**src/rtl/assert_macros.svh**
```systemverilog
// Assertion macros shared by the RTL files.
`ifndef ASSERT_MACROS_SVH
`define ASSERT_MACROS_SVH

`ifndef SYNTHESIS

// Property must hold at every clock edge outside reset.
`define VBSD_ASSERT(lbl, prop, msg) \
  lbl: assert property (@(posedge clk_i) disable iff (!rst_ni) (prop)) else $error(msg);

// Condition must never be seen at a clock edge outside reset.
`define VBSD_NEVER(lbl, cond, msg) \
  lbl: assert property (@(posedge clk_i) disable iff (!rst_ni) !(cond)) else $error(msg);

`else

`define VBSD_ASSERT(lbl, prop, msg)
`define VBSD_NEVER(lbl, cond, msg)

`endif

`endif

```
**src/rtl/vbsd_pkg.sv**
```systemverilog
// Types, block codes and ADPCM step function for the audio container stream decoder.
package vbsd_pkg;

  typedef enum logic [3:0] {
    PH_HEADER  = 4'd0,
    PH_TYPE    = 4'd1,
    PH_LEN0    = 4'd2,
    PH_LEN1    = 4'd3,
    PH_LEN2    = 4'd4,
    PH_RATE    = 4'd5,
    PH_COMP    = 4'd6,
    PH_SIL0    = 4'd7,
    PH_SIL1    = 4'd8,
    PH_SILRATE = 4'd9,
    PH_DATA    = 4'd10,
    PH_SKIP    = 4'd11
  } phase_e;

  typedef enum logic {
    KIND_SAMPLES = 1'b0,
    KIND_END     = 1'b1
  } item_kind_e;

  // Block type codes
  localparam logic [7:0] BLK_TERMINATOR = 8'h00;
  localparam logic [7:0] BLK_SOUND      = 8'h01;
  localparam logic [7:0] BLK_CONTINUE   = 8'h02;
  localparam logic [7:0] BLK_SILENCE    = 8'h03;

  // Compression codes
  localparam logic [7:0] COMP_PCM    = 8'h00;
  localparam logic [7:0] COMP_ADPCM4 = 8'h01;

  // The shift table clamped to 2..6 gives 2 for every nibble code.
  localparam logic [2:0] ADPCM_SHIFT = 3'd2;
  localparam logic [7:0] LEVEL_MAX   = 8'hff;

  localparam int unsigned MAX_RESULTS = 3;

  typedef struct packed {
    item_kind_e  kind;
    logic [7:0]  value;
    logic [16:0] repeat_count;
    logic        last;
  } result_t;

  // Results produced by one input transaction.
  typedef struct packed {
    logic [1:0]                    count;
    result_t [MAX_RESULTS-1:0]     res;
  } push_t;

  function automatic logic [7:0] adpcm_step(input logic [7:0] level,
                                            input logic [3:0] nib,
                                            input logic [2:0] shift);
    logic [9:0]  mag;
    logic [10:0] sum;
    logic [7:0]  next;
    mag = 10'(nib[2:0]) << shift;
    sum = 11'(level) + 11'(mag);
    if (nib[3]) begin
      next = (10'(level) > mag) ? 8'(10'(level) - mag) : 8'h00;
    end else begin
      next = (sum > 11'(LEVEL_MAX)) ? LEVEL_MAX : sum[7:0];
    end
    return next;
  endfunction

endpackage

```
**src/rtl/vbsd_parser.sv**
```systemverilog
// Block parser and ADPCM expander: turns one accepted byte into up to three results.
module vbsd_parser #(
  parameter int unsigned HEADER_BYTES = 26
) (
  input  logic              clk_i,
  input  logic              rst_ni,
  input  logic              en_i,
  input  logic [7:0]        data_byte_i,
  input  logic              file_start_i,
  input  logic              final_byte_i,
  output vbsd_pkg::push_t   push_o
);

  localparam logic [4:0] HdrLen = 5'(HEADER_BYTES);
  localparam vbsd_pkg::phase_e PhaseInit =
    (HEADER_BYTES == 0) ? vbsd_pkg::PH_TYPE : vbsd_pkg::PH_HEADER;

  vbsd_pkg::phase_e phase_q, phase_d, phase_c;
  logic [4:0]  hdr_cnt_q, hdr_cnt_d, hdr_cnt_c;
  logic [7:0]  kind_q, kind_d, kind_c;
  logic [23:0] len_q, len_d, len_c;
  logic [23:0] rem_q, rem_d, rem_c;
  logic [7:0]  comp_q, comp_d, comp_c;
  logic        ref_valid_q, ref_valid_d, ref_valid_c;
  logic [7:0]  level_q, level_d, level_c;
  logic [2:0]  shift_q, shift_d, shift_c;
  logic        ended_q, ended_d, ended_c;

  vbsd_pkg::push_t push;

  always_comb begin
    logic [1:0]  n;
    logic [23:0] len_new;
    logic [23:0] rem_dec;
    logic [7:0]  lvl_hi;
    logic [7:0]  lvl_lo;

    // A file start clears all state before this byte is parsed.
    phase_c     = file_start_i ? PhaseInit : phase_q;
    hdr_cnt_c   = file_start_i ? 5'd0  : hdr_cnt_q;
    kind_c      = file_start_i ? 8'd0  : kind_q;
    len_c       = file_start_i ? 24'd0 : len_q;
    rem_c       = file_start_i ? 24'd0 : rem_q;
    comp_c      = file_start_i ? 8'd0  : comp_q;
    ref_valid_c = file_start_i ? 1'b0  : ref_valid_q;
    level_c     = file_start_i ? 8'd0  : level_q;
    shift_c     = file_start_i ? 3'd0  : shift_q;
    ended_c     = file_start_i ? 1'b0  : ended_q;

    phase_d     = phase_c;
    hdr_cnt_d   = hdr_cnt_c;
    kind_d      = kind_c;
    len_d       = len_c;
    rem_d       = rem_c;
    comp_d      = comp_c;
    ref_valid_d = ref_valid_c;
    level_d     = level_c;
    shift_d     = shift_c;
    ended_d     = ended_c;

    n       = 2'd0;
    push    = '0;
    len_new = len_c | {data_byte_i, 16'h0000};
    rem_dec = rem_c - 24'd1;
    lvl_hi  = vbsd_pkg::adpcm_step(level_c, data_byte_i[7:4], shift_c);
    lvl_lo  = vbsd_pkg::adpcm_step(lvl_hi, data_byte_i[3:0], vbsd_pkg::ADPCM_SHIFT);

    if (!ended_c) begin
      unique case (phase_c)
        vbsd_pkg::PH_HEADER: begin
          hdr_cnt_d = hdr_cnt_c + 5'd1;
          if (hdr_cnt_d >= HdrLen) phase_d = vbsd_pkg::PH_TYPE;
        end
        vbsd_pkg::PH_TYPE: begin
          kind_d = data_byte_i;
          if (data_byte_i == vbsd_pkg::BLK_TERMINATOR) begin
            push.res[n] = '{kind: vbsd_pkg::KIND_END, value: 8'd0,
                            repeat_count: 17'd0, last: 1'b0};
            n = n + 2'd1;
            ended_d = 1'b1;
          end else if (data_byte_i == vbsd_pkg::BLK_SILENCE) begin
            phase_d = vbsd_pkg::PH_SIL0;
          end else begin
            phase_d = vbsd_pkg::PH_LEN0;
          end
        end
        vbsd_pkg::PH_LEN0: begin
          len_d   = {16'h0000, data_byte_i};
          phase_d = vbsd_pkg::PH_LEN1;
        end
        vbsd_pkg::PH_LEN1: begin
          len_d   = len_c | {8'h00, data_byte_i, 8'h00};
          phase_d = vbsd_pkg::PH_LEN2;
        end
        vbsd_pkg::PH_LEN2: begin
          len_d = len_new;
          if (kind_c == vbsd_pkg::BLK_SOUND) begin
            phase_d = vbsd_pkg::PH_RATE;
          end else if (kind_c == vbsd_pkg::BLK_CONTINUE) begin
            rem_d   = len_new;
            phase_d = (len_new != 24'd0) ? vbsd_pkg::PH_DATA : vbsd_pkg::PH_TYPE;
          end else begin
            rem_d   = len_new;
            phase_d = (len_new != 24'd0) ? vbsd_pkg::PH_SKIP : vbsd_pkg::PH_TYPE;
          end
        end
        vbsd_pkg::PH_RATE: begin
          phase_d = vbsd_pkg::PH_COMP;
        end
        vbsd_pkg::PH_COMP: begin
          comp_d = data_byte_i;
          if (data_byte_i != vbsd_pkg::COMP_PCM) ref_valid_d = 1'b0;
          // Length counts rate and compression bytes; a short one is an empty block.
          rem_d   = (len_c >= 24'd2) ? (len_c - 24'd2) : 24'd0;
          phase_d = (rem_d != 24'd0) ? vbsd_pkg::PH_DATA : vbsd_pkg::PH_TYPE;
        end
        vbsd_pkg::PH_SIL0: begin
          len_d   = {16'h0000, data_byte_i};
          phase_d = vbsd_pkg::PH_SIL1;
        end
        vbsd_pkg::PH_SIL1: begin
          len_d   = len_c | {8'h00, data_byte_i, 8'h00};
          phase_d = vbsd_pkg::PH_SILRATE;
        end
        vbsd_pkg::PH_SILRATE: begin
          push.res[n] = '{kind: vbsd_pkg::KIND_SAMPLES, value: 8'd0,
                          repeat_count: {1'b0, len_c[15:0]} + 17'd1, last: 1'b0};
          n = n + 2'd1;
          phase_d = vbsd_pkg::PH_TYPE;
        end
        vbsd_pkg::PH_DATA: begin
          if (comp_c == vbsd_pkg::COMP_PCM) begin
            push.res[n] = '{kind: vbsd_pkg::KIND_SAMPLES, value: data_byte_i,
                            repeat_count: 17'd1, last: 1'b0};
            n = n + 2'd1;
          end else if (comp_c == vbsd_pkg::COMP_ADPCM4) begin
            if (!ref_valid_c) begin
              level_d     = data_byte_i;
              ref_valid_d = 1'b1;
            end else begin
              // High nibble first, then the low nibble from the updated level.
              push.res[n] = '{kind: vbsd_pkg::KIND_SAMPLES, value: lvl_hi,
                              repeat_count: 17'd1, last: 1'b0};
              n = n + 2'd1;
              push.res[n] = '{kind: vbsd_pkg::KIND_SAMPLES, value: lvl_lo,
                              repeat_count: 17'd1, last: 1'b0};
              n = n + 2'd1;
              level_d = lvl_lo;
              shift_d = vbsd_pkg::ADPCM_SHIFT;
            end
          end else begin
            push.res[n] = '{kind: vbsd_pkg::KIND_SAMPLES, value: 8'd0,
                            repeat_count: 17'd1, last: 1'b0};
            n = n + 2'd1;
          end
          rem_d = rem_dec;
          if (rem_dec == 24'd0) phase_d = vbsd_pkg::PH_TYPE;
        end
        vbsd_pkg::PH_SKIP: begin
          rem_d = rem_dec;
          if (rem_dec == 24'd0) phase_d = vbsd_pkg::PH_TYPE;
        end
        default: begin
          phase_d = vbsd_pkg::PH_TYPE;
        end
      endcase

      if (final_byte_i && !ended_d) begin
        push.res[n] = '{kind: vbsd_pkg::KIND_END, value: 8'd0,
                        repeat_count: 17'd0, last: 1'b0};
        n = n + 2'd1;
        ended_d = 1'b1;
      end
    end

    // Flag the final result of this byte.
    for (int i = 0; i < vbsd_pkg::MAX_RESULTS; i++) begin
      push.res[i].last = (n != 2'd0) && (2'(i) == n - 2'd1);
    end
    push.count = n;
  end

  assign push_o = push;

  always_ff @(posedge clk_i or negedge rst_ni) begin
    if (!rst_ni) begin
      phase_q     <= PhaseInit;
      hdr_cnt_q   <= 5'd0;
      kind_q      <= 8'd0;
      len_q       <= 24'd0;
      rem_q       <= 24'd0;
      comp_q      <= 8'd0;
      ref_valid_q <= 1'b0;
      level_q     <= 8'd0;
      shift_q     <= 3'd0;
      ended_q     <= 1'b0;
    end else if (en_i) begin
      phase_q     <= phase_d;
      hdr_cnt_q   <= hdr_cnt_d;
      kind_q      <= kind_d;
      len_q       <= len_d;
      rem_q       <= rem_d;
      comp_q      <= comp_d;
      ref_valid_q <= ref_valid_d;
      level_q     <= level_d;
      shift_q     <= shift_d;
      ended_q     <= ended_d;
    end
  end

endmodule

```
**src/rtl/vbsd_result_fifo.sv**
```systemverilog
// Four-entry result queue: takes up to three results per cycle, hands out one.
module vbsd_result_fifo (
  input  logic              clk_i,
  input  logic              rst_ni,
  input  logic              push_en_i,
  input  vbsd_pkg::push_t   push_i,
  input  logic              pop_i,
  output vbsd_pkg::result_t head_o,
  output logic              valid_o,
  output logic              room_o
);

  localparam int unsigned Depth = 4;

  vbsd_pkg::result_t mem_q [Depth];
  logic [1:0] wr_ptr_q, wr_ptr_d;
  logic [1:0] rd_ptr_q, rd_ptr_d;
  logic [2:0] fill_q, fill_d;
  logic [1:0] push_n;
  logic       pop;

  assign push_n  = push_en_i ? push_i.count : 2'd0;
  assign valid_o = (fill_q != 3'd0);
  assign pop     = pop_i && valid_o;
  assign head_o  = mem_q[rd_ptr_q];
  // Room for a full burst of three results.
  assign room_o  = (fill_q <= 3'd1);

  assign wr_ptr_d = wr_ptr_q + push_n;
  assign rd_ptr_d = rd_ptr_q + 2'(pop);
  assign fill_d   = fill_q + 3'(push_n) - 3'(pop);

  always_ff @(posedge clk_i) begin
    for (int i = 0; i < vbsd_pkg::MAX_RESULTS; i++) begin
      if (2'(i) < push_n) mem_q[wr_ptr_q + 2'(i)] <= push_i.res[i];
    end
  end

  always_ff @(posedge clk_i or negedge rst_ni) begin
    if (!rst_ni) begin
      wr_ptr_q <= 2'd0;
      rd_ptr_q <= 2'd0;
      fill_q   <= 3'd0;
    end else begin
      wr_ptr_q <= wr_ptr_d;
      rd_ptr_q <= rd_ptr_d;
      fill_q   <= fill_d;
    end
  end

endmodule

```
**src/rtl/voc_block_stream_decoder_unit.sv**
```systemverilog
// Top level of the byte-serial audio container decoder with 4-bit ADPCM expansion.
//
// Input stream: one container file byte per transaction in tdata; tuser marks the
// first byte of a file and restarts the parser, tlast marks the final byte.
// The parser skips the file header, walks the blocks and writes the results of
// each byte (none, one sample, two ADPCM samples, a silence run and/or an end
// item) into a four-entry result queue in the same cycle it accepts the byte.
// Output stream: one result per transaction; tdata carries sample and repeat
// count, tuser the item kind (0 samples, 1 end of stream), tlast flags the last
// result caused by the input byte.
// A result is registered into the queue and presented once the results ahead
// of it have left. Throughput: one byte per cycle while each byte yields at
// most one result and the receiver takes every result; bytes that yield more
// results are drained one at a time by the single output port.
// Ready on the input is high while the queue holds at most one result, so a
// byte is still taken while a result waits; a stalled receiver fills the queue
// and then holds ready low. Reset empties the queue and returns the parser to
// the header-skip phase with no ADPCM reference.
`include "assert_macros.svh"

module voc_block_stream_decoder_unit #(
  parameter int unsigned HEADER_BYTES = 26
) (
  input  logic        clk_i,
  input  logic        rst_ni,
  input  logic        s_axis_tvalid_i,
  output logic        s_axis_tready_o,
  input  logic [7:0]  s_axis_tdata_i,   // [7:0] data_byte
  input  logic        s_axis_tuser_i,   // [0] file_start
  input  logic        s_axis_tlast_i,   // final_byte
  output logic        m_axis_tvalid_o,
  input  logic        m_axis_tready_i,
  output logic [31:0] m_axis_tdata_o,   // [7:0] sample_value, [24:8] repeat_count
  output logic        m_axis_tuser_o,   // [0] item_kind
  output logic        m_axis_tlast_o    // last_of_run
);

  logic              in_fire;
  vbsd_pkg::push_t   push;
  vbsd_pkg::result_t head;

  assign in_fire = s_axis_tvalid_i && s_axis_tready_o;

  vbsd_parser #(
    .HEADER_BYTES(HEADER_BYTES)
  ) u_parser (
    .clk_i        (clk_i),
    .rst_ni       (rst_ni),
    .en_i         (in_fire),
    .data_byte_i  (s_axis_tdata_i),
    .file_start_i (s_axis_tuser_i),
    .final_byte_i (s_axis_tlast_i),
    .push_o       (push)
  );

  vbsd_result_fifo u_fifo (
    .clk_i     (clk_i),
    .rst_ni    (rst_ni),
    .push_en_i (in_fire),
    .push_i    (push),
    .pop_i     (m_axis_tready_i),
    .head_o    (head),
    .valid_o   (m_axis_tvalid_o),
    .room_o    (s_axis_tready_o)
  );

  assign m_axis_tdata_o = {7'd0, head.repeat_count, head.value};
  assign m_axis_tuser_o = head.kind;
  assign m_axis_tlast_o = head.last;

  `VBSD_ASSERT(a_end_is_last, m_axis_tvalid_o && m_axis_tuser_o |-> m_axis_tlast_o, "end item not last of its byte")
  `VBSD_ASSERT(a_end_is_empty, m_axis_tvalid_o && m_axis_tuser_o |-> m_axis_tdata_o == 32'd0, "end item carries data")
  `VBSD_NEVER(a_stall_without_result, !s_axis_tready_o && !m_axis_tvalid_o, "input stalled with empty queue")
  `VBSD_ASSERT(a_sample_count, m_axis_tvalid_o && !m_axis_tuser_o |-> m_axis_tdata_o[24:8] != 17'd0, "sample run with zero count")

endmodule

```
**config.mk**
```make
export PLATFORM = sky130hd
export DESIGN_NAME = voc_block_stream_decoder_unit
export DESIGN_NICKNAME = d
export VERILOG_FILES = /design/src/rtl/vbsd_pkg.sv /design/src/rtl/vbsd_parser.sv /design/src/rtl/vbsd_result_fifo.sv /design/src/rtl/voc_block_stream_decoder_unit.sv
export VERILOG_INCLUDE_DIRS = /design/src /design/src/rtl
export SDC_FILE = /design/constraint.sdc
export NUM_CORES = 1
export LEC_CHECK = 0
export ABC_AREA = 1
export BUFFER_PORTS_ARGS = -buffer_cell sky130_fd_sc_hd__buf_2
export CORE_MARGIN = 5
export CORE_UTILIZATION = 30
export DETAILED_ROUTE_END_ITERATION = 8
export MAX_ROUTING_LAYER = met4
export SYNTH_ARGS = -nofsm -noshare
export SYNTH_HDL_FRONTEND = slang
export SYNTH_SLANG_ARGS = --single-unit
```
**constraint.sdc**
```tcl
create_clock -name clk_i -period 5.1 [get_ports clk_i]
set_input_delay 1.53 -clock clk_i [delete_from_list [all_inputs] [get_ports clk_i]]
set_output_delay 1.53 -clock clk_i [all_outputs]
set_load 0.02 [all_outputs]
```
# After elaboration in Yosys (flattened, before gate mapping)
# Memory sizes are Yosys's and may differ from the RTL's.
# Cells that the tools add are included.
[totals]
reg_bits = 93
latchBits = 0
mem_bits_rw = 108
rom_bits = 0
in_bits = 14
out_inout_bits = 36
elab_cells = 174
n_memories = 1
[memory_table]
columns = ["name", "depth", "width", "rd", "rd_ports_with_merged_regs", "wr", "line", "source"]
rows = [
  ["u_fifo.mem_q", 4, 27, 1, 0, 3, "vbsd_result_fifo.sv:15", "vbsd_pkg::result_t mem_q [Depth];"],
]
[op_classes]
add_sub_neg = 16
mul = 0
div_mod_pow = 0
order_cmp = 12
n_eq_ne = 17
shifts = 1
mux = 88
n_bitwise = 5
n_reduce_logical = 21
[op_table]
columns = ["op", "n"]
rows = [
  ["2-to-1 mux 27 bit", 6],
  ["2-to-1 mux 81 bit", 2],
  ["2-to-1 mux 24 bit", 6],
  ["2-to-1 mux 8 bit", 18],
  ["case mux 24 bit (3 select lines)", 2],
  ["case mux 27 bit (3 select lines)", 1],
  ["bitwise AND 52 x 78 -> 78 bit", 1],
  ["2-to-1 mux 26 bit", 3],
  ["inverter 78 bit", 1],
  ["demux 27 bit (select 2 bit)", 1],
  ["2-to-1 mux 53 bit", 1],
  ["nonzero test 24 bit", 2],
  ["2-to-1 mux 4 bit", 10],
  ["case mux 4 bit (10 select lines)", 1],
  ["greater-or-equal comparator 24 x 2 -> 1 bit, second input constant", 1],
  ["logical NOT 24 bit", 1],
  ["bitwise OR 24 x 16 -> 24 bit", 1],
  ["bitwise OR 24 bit", 1],
  ["subtractor 24 x 1 -> 24 bit, second input constant", 1],
  ["subtractor 24 x 2 -> 24 bit, second input constant", 1],
  ["> comparator 11 x 8 -> 1 bit, second input constant", 2],
  ["2-to-1 mux 3 bit", 7],
  ["2-to-1 mux 1 bit", 18],
  ["adder 16 x 1 -> 17 bit, second input constant", 1],
  ["other kinds (43)", 71],
]

# Longest topological paths before layout
# Gate-level depths: netlist of run 1.
[logic_depth]
ltp_word = 18
depth_mapped = 39
mapped_depth_nobuf = 36

# Hierarchy
# From an unflattened synthesis of run 1, not the netlist that was laid out.
[hier_totals]
hier_cells = 2457
area_unflattened_um2 = 16594.7
[modules_own_cells]
columns = ["mod", "instances", "cells_per_inst", "area_each_um2", "seq_area_each_um2"]
rows = [
  ["vbsd_parser", 1, 1481, 9345.2, 2152.1],
  ["vbsd_result_fifo", 1, 966, 7185.6, 3418.3],
  ["voc_block_stream_decoder_unit", 1, 10, 63.8, 0.0],
]

# Worst setup path before layout of run 1
# Ideal clock, no wire load.
[synth_path]
path_kind = "in2reg"
from = "in s_axis_tuser_i"
to = "mem u_fifo.mem_q[3][23] (netlist name)"
setup_ps = 58
arrival_time_ps = 6085
t_required_ps = 5042
path_slack_ps = -1043
stages = 39
n_path_buf = 7
path_cell_list = "buf_6 > inv_4 > buf_8 > buf_8 > buf_6 > clkbuf_1 > clkbuf_1 > a21oi_1 > o21ai_0 > nor2_1 > inv_1 > ha_1 > buf_2 > nor2_1 > nand2_1 > nand2_1 > nand2_1 > nand2_1 > [... 3 more ...] > nand2_1 > nor2_1 > o21ai_0 > ha_1 > inv_1 > fa_1 > nor2_1 > nor2_1 > nor2_1 > nand3_2 > nand2_1 > inv_1 > nand2_1 > nand2_1 > nand3b_4 > nand2_1 > nand2_1 > nand2_1"
[synth_rtl]
columns = ["element", "line", "source"]
rows = [
  ["from (decl)", "voc_block_stream_decoder_unit.sv:29", "input logic s_axis_tuser_i,"],
  ["to (decl)", "vbsd_result_fifo.sv:15", ""],
]

# Worst setup path after layout of run 1
[layout_path]
from = "in s_axis_tuser_i"
to = "reg u_parser.level_q[3]"
[layout_via]
elab_chain_len = 15
elab_cells_between_ends = 29
cone_classes = "add/sub (4); order compare (4); eq/ne (2); shift (1); mux (17); reduce/logical (1)"
[layout_rtl]
columns = ["element", "line", "source"]
rows = [
  ["2-to-1 mux 3 bit", "vbsd_parser.sv:47", "shift_c = file_start_i ? 3'd0 : shift_q;"],
  ["<< shifter 3 x 3 -> 10 bit", "vbsd_pkg.sv:59", "mag = 10'(nib[2:0]) << shift;"],
  ["adder 8 x 10 -> 11 bit", "vbsd_pkg.sv:60", "sum = 11'(level) + 11'(mag);"],
  ["> comparator 11 x 8 -> 1 bit", "vbsd_pkg.sv:64", "next = (sum > 11'(LEVEL_MAX)) ? LEVEL_MAX : sum[7:0];"],
  ["2-to-1 mux 8 bit", "vbsd_pkg.sv:64", ""],
  ["2-to-1 mux 8 bit", "vbsd_pkg.sv:61", "if (nib[3]) begin"],
  ["adder 8 x 5 -> 9 bit", "vbsd_pkg.sv:60", ""],
  ["> comparator 11 x 8 -> 1 bit", "vbsd_pkg.sv:64", ""],
  ["2-to-1 mux 8 bit", "vbsd_pkg.sv:64", ""],
  ["2-to-1 mux 8 bit", "vbsd_pkg.sv:61", ""],
  ["2-to-1 mux 8 bit", "vbsd_parser.sv:137", "if (!ref_valid_c) begin"],
  ["2-to-1 mux 8 bit", "vbsd_parser.sv:136", "end else if (comp_c == vbsd_pkg::COMP_ADPCM4) begin"],
  ["2-to-1 mux 8 bit", "vbsd_parser.sv:132", "if (comp_c == vbsd_pkg::COMP_PCM) begin"],
  ["2-to-1 mux 8 bit", "vbsd_parser.sv:69", "unique case (phase_c)"],
  ["2-to-1 mux 8 bit *", "vbsd_parser.sv:68", "if (!ended_c) begin"],
  ["to (signal assigned)", "vbsd_parser.sv:205", "level_q <= level_d;"],
  ["to (decl)", "vbsd_parser.sv:25", "logic [7:0] level_q, level_d, level_c;"],
]
# Mark *: on every way between the ends. The rest lies on a longest branch, timed or not.
# A chain may end at the register's enable or synchronous reset.

==> run summary, run 1 <==
Pre-CTS setup slack: -505 ps
Logic pwr share: 52.3%
Data arrival, critical path: 5220 ps
DR vias: 15394
Maximum VDD drop: 253 µV
Synth Flop Type: dfxtp_1
Syn Std Cell Area: 14600 µm²
Sw Share: 46.0%
Sequential fraction of design power: 27.8%
CP endpoint kind: register
Most frequent cells in the layout: nand2_1 (431), nor2_1 (321), o21ai_0 (224)
Max_slew headroom: 34.6%
CTS Sinks: 201
Sw power: 4.27 mW
Gate Count Post-Synth: 2183
Vias in the first global route: 14835
DP Cell Count: 2888
Slew Limit Fails: 0
CP max FO: 4
CTS Buffer Depth: 3
Top cells by area, synth: dfrtp_1 (16%), dfxtp_1 (14%), nand2_1 (11%)
Worst-Skew Late Latency: 530 ps
Core area: 47900 µm²
Startpoint Class: primary input
Bufs and invs on worst path: 7
WHS: 450 ps
Num ports: 50
Final setup vio count: 0
Root Driver: clkbuf_16
First-pass GRT wire length: 81.5 mm
Max Fclk: 0.208 GHz
Post-synth ARST share: 46.3%
Setup ws final: 286 ps
Initial antenna violation count: 1
Share of the synthesized area in the top cell type: 15.9%
CP Launch Point: s_axis_tuser_i
H-tree depth: 1
Critical path class: primary input to register
Status: complete, no violations
Leak Pwr: 8.01 nW
Commonest non-fill, non-tap cell in the layout: nand2_1
CTS tree: yes
Via density: 5.24
Hold path startpoint: u_fifo.mem_q[2][20]
Final period utilization: 94.4%
Final Util: 36.0%
Critical Path RT: 5510 ps
Sequential area share after synthesis: 31.3%
CP top delay family: simple AND/OR/NAND/NOR gates
GRT Residual Overflow: 0
Synth area leader: dfrtp_1
Fin cells: 2937
Gpl congestion: 0.931
Final min period: 4810 ps
Largest net degree at the start of global routing: 66
Die height: 231 µm
Pint: 5.01 mW
Clk pin slew, worst setup/hold paths: 60 ps
Die area: 53200 µm²
Worst min-delay path category: register to register
Final Hold Vio Count: 0
Starting DRT DRC Count: 1348
Syn_area_per_cell: 6.68 µm²
WL final: 50.7 mm
TritonRoute pass-1 iters: 5
Max Cap Violations: 0
#FFs+latches synth: 201
Final net count: 2361
DP Wirelength: 37.2 mm
Post-route ant nets: 0
Residual DRC: 0
Initial Utilization: 30.4%
Clock share of power: 19.9%
GRT Util Overall: 19.0%
# rows: 80
CP peak stage delay: 390 ps
Design Area, Final: 17300 µm²
Count of buffers from port buffering: 42
EDFF count, synth: 8
Slew @ Worst Pin: 981 ps
CP most frequent cell: nand2_1
Die width: 231 µm
Synth unique cells: 68
CTS buffer count: 25
Reg-to-reg startpoint: u_parser.shift_q[0]
Placement Cell Area: 16200 µm²
Final Skew: 16.9 ps
Ys Warns: 0
P&R area growth vs syn: 18.2%
Layout cells sized above 1: 16.9%
Critical path's slowest cell: fa_1
Power Density: 537 nW/µm²
Wire length per cell: 17.3 µm
==> worst register-to-register path: cells and delay by family (launching register included) <==
kind,cells,cell delay [ps]
flip-flops,1,440
adder cells (fa/ha/maj),2,640
AO/OA/AOI/OAI,4,400
buffers and inverters,5,530
AND/OR/NAND/NOR,22,1960
==> synthesized netlist by cell type (23+ instances only) <==
cell type    n
o22ai_1     46
a22oi_1     27
nand2_1    442
dfrtp_1     93
dfxtp_1    100
nor3_1      25
clkbuf_1    62
nand4_1     37
nand2_2     23
inv_1      211
nand3_1     93
ha_1        39
xor2_1      43
a21oi_1    121
o21ai_0    238
nor2_1     326
==> stage by stage <==
step                TNS (ps)  power, mW
global route            -323       10.0
floorplan             -19540       5.88
CTS                        0       9.23
detailed placement    -18080       7.36
global placement      -14490       7.28
finish                     0       9.27
==> logic make-up (layout without fill, tap and decap cells) <==
| kind of cell | Yosys count | after routing | share of synthesized area, % |
|---|---|---|---|
| other cells | 1 | 8 | 0.0257 |
| buf+inv | 342 | 474 | 9.81 |
| flops | 201 | 201 | 31.3 |
| compound gates | 524 | 524 | 20.7 |
| simple gates | 1023 | 1023 | 31.2 |
| fa+ha+maj | 44 | 44 | 4.03 |
| xor+xnor | 48 | 48 | 2.88 |
==> worst paths after layout <==
check	end	slack [ps]	cells after the start
worst max-delay path	u_parser.level_q[3]	290	34
worst min-delay path	u_fifo.mem_q[2][20]	450	2
worst max register to register	u_parser.level_q[3]	1010	33
worst min register to register	u_fifo.mem_q[2][20]	450	2
max in group asynchronous	u_parser.comp_q[7]	2990	2
min in group asynchronous	u_parser.rem_q[9]	1150	1
==> per-layer routing <==
metal / track usage [%] / vias to the layer above / share of wire (%)
met3: 2.17 / 87 / 6.0
met4: 4.56 / 0 / 2.3
met2: 30.5 / 506 / 46
li1: - / 7486 / -
met1: 25.7 / 7315 / 45
met5: - / - / 0
==> power groups by stage <==
stage | logic (mW) | registers [mW] | clock network (mW)
after floorplan | 3.38 | 2.50 | 0
after global placement | 4.71 | 2.58 | 0
after detailed placement | 4.76 | 2.59 | 0
after CTS | 4.79 | 2.57 | 1.88
after global routing | 5.42 | 2.65 | 1.96
final | 4.85 | 2.58 | 1.84
==> registers in the layout, indices dropped and copies added, names as in the netlist <==
name / flops
u_parser.kind_q: 8
u_parser.hdr_cnt_q: 5
u_parser.phase_q: 4
u_parser.comp_q: 8
u_fifo.wr_ptr_q: 2
u_fifo.fill_q: 3
u_parser.level_q: 8
u_parser.len_q: 24
u_parser.ended_q: 1
u_parser.ref_valid_q: 1
u_fifo.mem_q: 108
u_parser.shift_q: 3
u_fifo.rd_ptr_q: 2
u_parser.rem_q: 24
==> final cells by class <==
cell class                      instances  area [µm²]
Sequential cell                       201        4570
Timing Repair Buffer                  193        1350
Multi-Input combinational cell       1646        8820
Tap cell                              615         769
Antenna cell                            1        2.50
Clock buffer                           35         756
Inverter                              236         891
Fill cell                            5040       30700
Clock inverter                         10        97.6
==> timing repair <==
item | CTS | global route
hold buffers | 0 | 0
buffers inserted | 0 | 3
setup endpoints to repair | 0 | 40
gates resized for setup | 0 | 47
No activity file was read; power rests on OpenSTA's default activity.
==> inputs of run 2 (changes only) <==
PLACE_DENSITY_LB_ADDON = 0.12   (was default)
==> run 2 against run 1 <==
Effect of this change:
- via count decreased by 0.60%
- global-route usage up 1.1 points
- first-iteration DRC count fell by 14%
- sequential share of layout area decreased by 0.41 points
- setup slack improved by 29 ps
- critical path depth decreased by 4
- clock-buffer cell count decreased by 3
- worst hold slack improved by 0.62 ps
- wire length up 6.1%
- flip-flop and latch count unchanged
- clock power is 11% higher
==> run summary, run 2 (synthesis results as in run 1) <==
Status: complete, no violations
Final period utilization: 93.8% (-0.58 points)
Count of buffers from port buffering: 42 (unchanged)
Gpl congestion: 0.933 (+0.23%)
CP most frequent cell: nand2_1
Max Cap Violations: 0 (unchanged)
Wire length per cell: 18.2 µm (+5.4%)
CP Launch Point: s_axis_tuser_i
Max reg flops: 108 (unchanged)
Final Util: 36.6% (+0.57 points)
Final Skew: 11.3 ps (-5.62 ps)
CP endpoint: u_fifo.mem_q[1][25]
Slew @ Worst Pin: 951 ps (-29.6 ps)
Worst min-delay path category: register to register
CTS tree: yes
Initial Utilization: 30.4% (unchanged)
Root Driver: clkbuf_16
Vias in the first global route: 14637 (-1.3%)
Clk pin slew, worst setup/hold paths: 60 ps (about the same)
Largest net degree at the start of global routing: 58 (-12%)
CTS Sinks: 201 (unchanged)
Die height: 231 µm (unchanged)
Max_slew headroom: 36.6% (+2.0 points)
Data arrival, critical path: 5280 ps (+60 ps)
CP max FO: 5 (+1)
R2r endpoint: u_fifo.mem_q[1][25]
Power Density: 543 nW/µm² (+1.1%)
Startpoint Class: primary input
Die area: 53200 µm² (unchanged)
Via density: 5.18 (-1.2%)
Initial antenna violation count: 0 (-1)
Most flops, register: u_fifo.mem_q
DP Wirelength: 39.3 mm (+5.7%)
Num ports: 50 (unchanged)
Leak Pwr: 8.14 nW (+1.7%)
GRT Util Overall: 20.1% (+1.1 points)
Core area: 47900 µm² (unchanged)
P&R area growth vs syn: 20.1%
Critical path class: primary input to register
Residual DRC: 0 (unchanged)
Starting DRT DRC Count: 1162 (-14%)
Max Fclk: 0.209 GHz (+0.62%)
CP peak stage delay: 360 ps (-30 ps)
Maximum VDD drop: 283 µV (+12%)
Layout cells sized above 1: 18.2% (+1.3 points)
Slew Limit Fails: 0 (unchanged)
DR vias: 15301 (-0.60%)
Total Neg Setup Slack: 0 ps (unchanged)
Biggest regs: u_fifo.mem_q (108), u_parser.len_q (24), u_parser.rem_q (24)
Commonest non-fill, non-tap cell in the layout: nand2_1
Final net count: 2378 (+0.72%)
Worst Reg-to-Reg Cells: 34 (+3.0%)
Most frequent cells in the layout: nand2_1 (431), nor2_1 (316), o21ai_0 (225)
CTS buffer count: 27 (+8.0%)
WL final: 53.8 mm (+6.1%)
CTS Buffer Depth: 3 (unchanged)
First-pass GRT wire length: 84.1 mm (+3.2%)
Reg-to-reg startpoint: u_parser.shift_q[0]
Post-route ant nets: 0 (unchanged)
N_diodes: 0 (-1)
Final setup vio count: 0 (unchanged)
Critical Path RT: 5590 ps (+80 ps)
Critical path's slowest cell: fa_2
H-tree depth: 1 (unchanged)
Final Hold Vio Count: 0 (unchanged)
# rows: 80 (unchanged)
R2R Setup Slk: 1050 ps (+40 ps)
GRT Residual Overflow: 0 (unchanged)
TritonRoute pass-1 iters: 5 (unchanged)
Worst-Skew Late Latency: 550 ps (+20 ps)
CP endpoint kind: register
Die width: 231 µm (unchanged)
Final min period: 4780 ps (-29.5 ps)
RSZ-0062 raised after global routing: false
==> run 2: worst min path at each step <==
stage	cells past startpoint	endpoint	from
floorplan	2	u_fifo.mem_q[1][23]	u_fifo.mem_q[1][23]
global placement	2	u_fifo.mem_q[2][23]	u_fifo.mem_q[2][23]
detailed placement	2	u_fifo.mem_q[1][21]	u_fifo.mem_q[1][21]
CTS	2	u_fifo.mem_q[1][21]	u_fifo.mem_q[1][21]
global route	2	u_fifo.mem_q[2][23]	u_fifo.mem_q[2][23]
finish	2	u_fifo.mem_q[1][21]	u_fifo.mem_q[1][21]
==> run 2: worst max-delay path, delay by kind of cell <==
family / cells / cell delay [ps]
compound gates: 2 / 260
fa+ha+maj: 4 / 1100
buf+inv: 4 / 490
simple gates: 20 / 1890
==> run 2: report_power, final <==
part           leakage, nW  switching [mW]  internal (mW)
registers             2.04           0.357           2.22
logic                 5.63            3.21           1.69
clock network        0.476           0.811           1.23
==> run 2: area by class of cell <==
| type | instances | area, µm² |
|---|---|---|
| Fill cell | 5202 | 30400 |
| Multi-Input combinational cell | 1646 | 8870 |
| Sequential cell | 201 | 4570 |
| Timing Repair Buffer | 208 | 1480 |
| Inverter | 236 | 891 |
| Tap cell | 615 | 769 |
| Clock buffer | 32 | 767 |
| Clock inverter | 17 | 178 |
==> run 2: per-layer routing <==
| layer | routed length, µm | share of wire, % | track usage, % | vias to the layer above |
|---|---|---|---|---|
| met5 | 0 | 0 | - | - |
| li1 | - | - | - | 7530 |
| met1 | 25700 | 48 | 27.6 | 7310 |
| met4 | 1200 | 2.2 | 5.29 | 0 |
| met2 | 24200 | 45 | 31.5 | 378 |
| met3 | 2730 | 5.1 | 2.51 | 83 |
==> run 2: per-stage QoR <==
stage / hold slack, ps / setup slack (ps) / total power [mW] / area (µm²) / instances
after CTS: 452 / 51.2 / 9.53 / 17300 / 2953
final: 450 / 315 / 9.52 / 17500 / 2955
after global placement: 436 / -382 / 7.41 / 16400 / 2904
after detailed placement: 436 / -524 / 7.44 / 16400 / 2904
after floorplan: 421 / -530 / 5.88 / 14700 / 2189
after global routing: 465 / 12.8 / 10.3 / 17500 / 2955
==> run 2: timing repair <==
action,4_1_cts,5_1_grt
setup buffers,0,2
hold buffers,0,0
gates resized for setup,0,57
setup endpoints to repair,0,40
